**src/hw/rtl/tcw_pkg.sv**
```systemverilog
// types, constants and codes shared by the text console writer
package tcw_pkg;

    localparam int COLS   = 80;
    localparam int ROWS   = 25;
    localparam int CELLS  = COLS * ROWS;
    localparam int ADDR_W = $clog2(CELLS);
    localparam int CNT_W  = $clog2(CELLS + 1);

    localparam int CMD_W      = 2;
    localparam int POS_W      = 8;
    localparam int CHAR_W     = 8;
    localparam int ATTR_W     = 8;
    localparam int CELL_W     = CHAR_W + ATTR_W;
    localparam int CFG_IDX_W  = 2;
    localparam int CFG_DATA_W = 8;

    localparam logic [CMD_W-1:0] CMD_PUT   = 2'd0;
    localparam logic [CMD_W-1:0] CMD_CLEAR = 2'd1;
    localparam logic [CMD_W-1:0] CMD_READ  = 2'd2;

    localparam logic [CFG_IDX_W-1:0] CFG_DEFAULT_ATTR = 2'd0;
    localparam logic [CFG_IDX_W-1:0] CFG_ERROR_ATTR   = 2'd1;
    localparam logic [CFG_IDX_W-1:0] CFG_ERROR_CHAR   = 2'd2;

    localparam logic [ATTR_W-1:0] DEFAULT_ATTR_RST = 8'd15;
    localparam logic [ATTR_W-1:0] ERROR_ATTR_RST   = 8'd244;
    localparam logic [CHAR_W-1:0] ERROR_CHAR_RST   = 8'd69;

    localparam logic [CHAR_W-1:0] NEWLINE_CODE = 8'd10;
    localparam logic [CHAR_W-1:0] SPACE_CODE   = 8'd32;

    typedef struct packed {
        logic [CMD_W-1:0]  command;
        logic              use_cursor;
        logic [POS_W-1:0]  column;
        logic [POS_W-1:0]  row;
        logic [CHAR_W-1:0] character;
        logic [ATTR_W-1:0] attribute;
    } t_req;

    typedef struct packed {
        logic [POS_W-1:0]  cursor_column;
        logic [POS_W-1:0]  cursor_row;
        logic              out_of_range;
        logic              scrolled;
        logic [CHAR_W-1:0] cell_character;
        logic [ATTR_W-1:0] cell_attribute;
    } t_rsp;

    typedef enum logic [1:0] {
        SW_INIT,
        SW_SCROLL,
        SW_CLEAR
    } t_sweep_kind;

    typedef struct packed {
        logic        start;
        t_sweep_kind kind;
    } t_sweep_cmd;

    typedef struct packed {
        logic              en;
        logic [ADDR_W-1:0] addr;
        logic [CELL_W-1:0] data;
    } t_mem_wr;

    typedef struct packed {
        logic              en;
        logic [ADDR_W-1:0] addr;
    } t_mem_rd;

endpackage

```
**src/hw/rtl/tcw_sweep.sv**
```systemverilog
// whole-buffer sweep engine: power-up zeroing, scroll-up and clear
module tcw_sweep (
    input  logic                      i_clk,
    input  logic                      i_rst_n,
    input  tcw_pkg::t_sweep_cmd       i_cmd,
    input  logic [tcw_pkg::ATTR_W-1:0] i_fill_attr,
    input  logic [tcw_pkg::CELL_W-1:0] i_rdata,
    output tcw_pkg::t_mem_rd          o_rd,
    output tcw_pkg::t_mem_wr          o_wr,
    output logic                      o_busy,
    output logic                      o_done
);
    import tcw_pkg::*;

    typedef enum logic [1:0] {
        WS_ZERO,
        WS_SPACE,
        WS_MOVE
    } t_wsel;

    logic              r_busy, n_busy;
    t_sweep_kind       r_kind, n_kind;
    logic [CNT_W-1:0]  r_cnt, n_cnt;
    logic              r_wp_vld, n_wp_vld;
    logic [ADDR_W-1:0] r_wp_addr, n_wp_addr;
    t_wsel             r_wp_sel, n_wp_sel;
    logic              issue;
    logic              upper;
    logic [CNT_W-1:0]  rd_sum;

    always_comb begin
        issue  = r_busy && (r_cnt < CNT_W'(CELLS));
        upper  = r_cnt < CNT_W'(CELLS - COLS);
        rd_sum = r_cnt + CNT_W'(COLS);

        n_busy    = r_busy;
        n_kind    = r_kind;
        n_cnt     = r_cnt;
        n_wp_vld  = 1'b0;
        n_wp_addr = r_cnt[ADDR_W-1:0];
        n_wp_sel  = WS_ZERO;

        o_rd.en   = 1'b0;
        o_rd.addr = rd_sum[ADDR_W-1:0];
        o_done    = r_busy && !issue;

        // each cell: read the row below (scroll only), write it in the next cycle
        if (issue) begin
            n_wp_vld = 1'b1;
            n_cnt    = r_cnt + CNT_W'(1);
            unique case (r_kind)
                SW_SCROLL: begin
                    if (upper) begin
                        n_wp_sel = WS_MOVE;
                        o_rd.en  = 1'b1;
                    end
                end
                SW_CLEAR: begin
                    if (upper) begin
                        n_wp_sel = WS_SPACE;
                    end
                end
                SW_INIT: begin
                    n_wp_sel = WS_ZERO;
                end
            endcase
        end else if (r_busy) begin
            n_busy = 1'b0;
        end

        if (i_cmd.start && !r_busy) begin
            n_busy = 1'b1;
            n_kind = i_cmd.kind;
            n_cnt  = '0;
        end

        o_wr.en   = r_wp_vld;
        o_wr.addr = r_wp_addr;
        unique case (r_wp_sel)
            WS_MOVE:  o_wr.data = i_rdata;
            WS_SPACE: o_wr.data = {i_fill_attr, SPACE_CODE};
            WS_ZERO:  o_wr.data = '0;
            default:  o_wr.data = '0;
        endcase
    end

    always_ff @(posedge i_clk) begin
        if (!i_rst_n) begin
            r_busy   <= 1'b1;
            r_kind   <= SW_INIT;
            r_cnt    <= '0;
            r_wp_vld <= 1'b0;
        end else begin
            r_busy   <= n_busy;
            r_kind   <= n_kind;
            r_cnt    <= n_cnt;
            r_wp_vld <= n_wp_vld;
        end
    end

    always_ff @(posedge i_clk) begin
        r_wp_addr <= n_wp_addr;
        r_wp_sel  <= n_wp_sel;
    end

    assign o_busy = r_busy;
endmodule

```
**config.mk**
```make
export PLATFORM = sky130hd
export DESIGN_NAME = tcw_sweep
export DESIGN_NICKNAME = d
export VERILOG_FILES = /design/src/hw/rtl/tcw_pkg.sv /design/src/hw/rtl/tcw_sweep.sv
export SDC_FILE = /design/constraint.sdc
export NUM_CORES = 1
export LEC_CHECK = 0
export BUFFER_PORTS_ARGS = -buffer_cell sky130_fd_sc_hd__clkbuf_2
export CAP_MARGIN = 30
export CORE_UTILIZATION = 51
export CTS_BUF_LIST = sky130_fd_sc_hd__clkbuf_2
export CTS_CLUSTER_DIAMETER = 60
export DETAILED_ROUTE_END_ITERATION = 8
export PLACE_DENSITY_LB_ADDON = 0.08
export SETUP_SLACK_MARGIN = 0.3
export SYNTH_ARGS = -nofsm -noshare
export SYNTH_HDL_FRONTEND = slang
export SYNTH_SLANG_ARGS = --single-unit
```
**constraint.sdc**
```tcl
create_clock -name i_clk -period 3.2 [get_ports i_clk]
set_input_delay 0 -clock i_clk [delete_from_list [all_inputs] [get_ports i_clk]]
set_output_delay 0 -clock i_clk [all_outputs]
set_load 0.02 [all_outputs]
```
== Word level (Yosys, flattened, before mapping) ==
Index checks and enable logic that the tools add are counted.
Word-level totals
  input port bits: 29
  register bits: 28
  logic and storage cells: 30
  output and inout port bits: 42
Operators by class
  bitwise logic cells: 1
  reductions and logical operators: 7
  $add $sub $neg: 2
  equality and inequality tests: 4
  multiplexer cells: 8
  order comparisons: 2
Operators by type and width (count)
  16-bit case mux with 2 select lines: 1
  11-bit < comparator, second input constant: 2
  11-bit by 1-bit adder with 11-bit output, second input constant: 1
  11-bit by 7-bit adder with 11-bit output, second input constant: 1
  2-bit case mux with 3 select lines: 1
  1-bit two-way mux: 5
  2-bit by 1-bit == test with 1-bit output, second input constant: 2
  2-bit == test, second input constant: 2
  1-bit logical AND: 3
  1-bit logical NOT: 2
  2-bit logical NOT: 1
  2-bit two-way mux: 1
  2-bit OR reduction: 1
  1-bit inverter: 1

== Longest topological paths before layout ==
  word-level depth: 4
  depth in mapped cells: 5
  mapped depth without buffers: 4

== Worst setup path after synthesis ==
No wires, ideal clock.
  kind: register -> register
  from: register r_busy (netlist: o_busy)
  to: register r_busy (netlist: o_busy)
  clock period less this slack: 1.345 ns
  required time: 3.077 ns
  slack: 1.855 ns
  library setup time: 0.123 ns
  arrival: 1.221 ns
  path buffers: 1
  cell stages (with the launch flop): 5
  cell sequence: dfxtp_1 > or2b_2 > buf_4 > nand2_1 > or2_2
Between the ends
  longest elaborated chain between the ends: 3
  elaborated cells between the ends (all ways): 4
  those cells by class: reduce/logical (4)
RTL lines
  start, declared: line tcw_sweep.sv:21  | logic r_busy, n_busy;
  start signal, assigned: line tcw_sweep.sv:94  | r_busy <= n_busy;
  1-bit logical NOT: line tcw_sweep.sv:71  | if (i_cmd.start && !r_busy) begin
  1-bit logical AND: line tcw_sweep.sv:71
  2-bit OR reduction (no line)
Several ways; a longest one is shown, not always the timed one.
A chain may end at the register's enable or synchronous reset.

==> metrics <==
commonest cells after routing, fill and taps aside=73 x clkbuf_2, 28 x dfxtp_1, 12 x nor2_1; GRT Resource Usage Total=21.0%; Final min period=1.86 ns; Net Count, Synth=191; count of cell types in the netlist=40; synth warn=0; reg2reg end=o_busy$_SDFFE_PP1N_; Critical Path Fanout Max=10; Root Buffer=clkbuf_2; Slew Viols, Final=0; mapped cell area=1470 µm²; reg-to-reg slack, setup=1.59 ns; Diodes inserted=0; die area=3100 µm²; critical path launch point=r_wp_sel[0]$_SDFF_PN0_; post-synth top area cell=dfxtp_1; CP Data Arrival Time=1.86 ns; area of the multi-input gates=757 µm²; CTS tree=built; Setup Crit Path Kind=flop to primary output; R2R depth=3; proportion of layout cells with a drive suffix above 1=36.9%; grt ovf=0; Comb pwr share=9.0%; most common cell after layout, fill and taps aside=clkbuf_2; global-route wire length before repair=5240 µm; final setup vio count=0; vias per cell=5.63; clk buf depth=2; Max-Cap Viols=0; IO Port Bufs=70; vias=1379; register area=561 µm²; post_cts resized=0; Tcrit/Tclk final=58.2%; clk_skew=0.00801 ns; top cells by area, synth=dfxtp_1 38%, buf_4 4.6%, and2_1 4.3%; Num CTS Buffers=3; register area share after synthesis=38.2%; PD cells=306 nW/µm²; Pre-Repair DR Iteration Count=4; starting density of the core=53.7%; Crit Reg-Reg Startpoint=o_busy$_SDFFE_PP1N_; slowest stage delay, CP=0.41 ns; Worst EP required=3.20 ns; Worst IR Drop VDD=241 µV; largest net degree at the start of global routing=16; Die H=55.7 µm; Startpoint Class=flop; vias in the first global route=1152; critical path's slowest cell=ha_1; post-synth top area share=38.2%; initial antenna violation count=0; average size of a mapped cell=9.30 µm²; row count=19; Die W=55.7 µm; Routed Antenna Nets=0; Achievable Freq=0.537 GHz; # fillers=226; Detailed Place HPWL=2370 µm; Reg power frac=67.6%; RSZ-0062 raised after global routing=false; Yosys reg bits=28; Cell Chain, Critical Path=inv_1, ha_1, nor2b_1, and2_1, clkbuf_2; Clock Pin Slew Worst Setup and Hold Paths=0.25 ns; H-Tree Depth=1; status=finished clean; setup TNS=0 ns; hold slack=0.0357 ns; number of setup buffers added after CTS=0; leakage power total=0.811 nW; CP endpoint=o_wr[3]; # IOs=71; worst-margin pin slew=0.436 ns; fin nets=248; Layout area overhead=19.8%; core area=2730 µm²; Final Core Density=64.4%; Clk Latency, worst-skew pair=0.35 ns; clock share of power=23.4%; switching part of the total=24.2%; relative max-transition margin=70.9%; CP endpoint kind=primary output; DRC viols=0; Power Internal=408 µW; Hold Crit Class=primary input to flop; Routed WL=3170 µm; Net Sw Power=130 µW; Hold Vio Cnt, Final=0; Wirelength per Cell=12.9 µm; CTS sink cnt=28; final total power=538 µW; DR iter-0 viols=49; synthesized instance count=158; Placer Congestion=0.812
==> critical path, delay by kind of cell (launching register included) <==
kind	cells	cell delay [ns]
and+or+nand+nor	2	0.50
buffers and inverters	2	0.22
DFF	1	0.39
adders and majority gates	1	0.41
==> registers in the layout, indices dropped and copies added (netlist names) <==
name       cells
n_wp_addr     11
r_wp_addr     11
o_busy         1
r_kind         2
r_wp_sel       2
r_wp_vld       1
==> cell families (layout without fill, tap and decap cells) <==
family,after synthesis,count (layout),synth area share (%)
and+or+nand+nor,57,57,23.0
AOI/OAI and AO/OA,35,35,18.7
DFF,28,28,38.2
buffers and inverters,24,80,10.3
xor gates and xnor gates,5,5,2.98
muxes,5,5,3.41
adders and majority gates,4,4,3.41
==> Yosys cell counts, drive strengths merged <==
master and number:
o2111a 4, a31oi 1, nor2 12, o211a 1, xnor2 4, nand3 6
ha 4, nand3b 3, mux2i 5, or2b 1, xor2 1, o211ai 2
a21oi 5, nor3 2, clkbuf 5, a21boi 1, a41oi 1, a211oi 5
and4 3, and3 4, inv 4, or2 1, nand2 3, o2111ai 3
nor2b 4, and2 10, dfxtp 28, a22oi 8, buf 15, nor4 1
nand4 6, o21ai 3, a31o 1, and4b 1
==> per-layer routing <==
metal | up-vias | routed length, µm | global-route usage, %
met5 | - | 0 | 0
met4 | 0 | 35 | 8.57
met3 | 4 | 200 | 4.19
met2 | 48 | 1560 | 33.2
met1 | 640 | 1380 | 28.1
li1 | 687 | - | -
==> per-stage QoR <==
stage               setup slack [ns]  area [µm²]  cells
finish                          1.34        1760    245
global placement                1.71        1720    239
global route                    1.17        1760    245
floorplan                       1.86        1470    158
CTS                             1.32        1760    245
detailed placement              1.66        1720    239
==> worst min path at each step <==
stage,cells past startpoint,start,endpoint
2_1_floorplan,2,i_rst_n,n_wp_addr[1]$_SDFFE_PP0P_
3_3_place_gp,3,i_cmd[1],r_kind[1]$_SDFFE_PN0P_
3_5_place_dp,3,i_cmd[0],r_kind[0]$_SDFFE_PN0P_
4_1_cts,2,i_rst_n,n_wp_addr[7]$_SDFFE_PP0P_
5_1_grt,2,i_rst_n,r_kind[1]$_SDFFE_PN0P_
6_report,2,i_rst_n,r_kind[0]$_SDFFE_PN0P_
==> final cells by class <==
type	instances	area share [%]
well taps	31	2.20
clock buffers	3	0.853
inverters	4	0.853
clock inverters	1	0.213
multi-input cells	106	43.0
flip-flops and latches	28	31.8
repair buffers	72	21.0
==> power by group through the flow <==
| stage | registers [mW] | logic, mW | clock network [mW] |
|---|---|---|---|
| CTS | 0.364 | 0.0492 | 0.129 |
| detailed placement | 0.370 | 0.0471 | 0 |
| global placement | 0.370 | 0.0461 | 0 |
| global route | 0.365 | 0.0533 | 0.142 |
| floorplan | 0.373 | 0.0216 | 0 |
| finish | 0.364 | 0.0487 | 0.126 |
==> what timing repair did <==
| item | in CTS | in global routing |
|---|---|---|
| hold buffers | 2 | 0 |
| endpoints found under the hold margin | 2 | 0 |
| setup endpoints to repair | 0 | 0 |
Power figures use the tool's default switching activity.
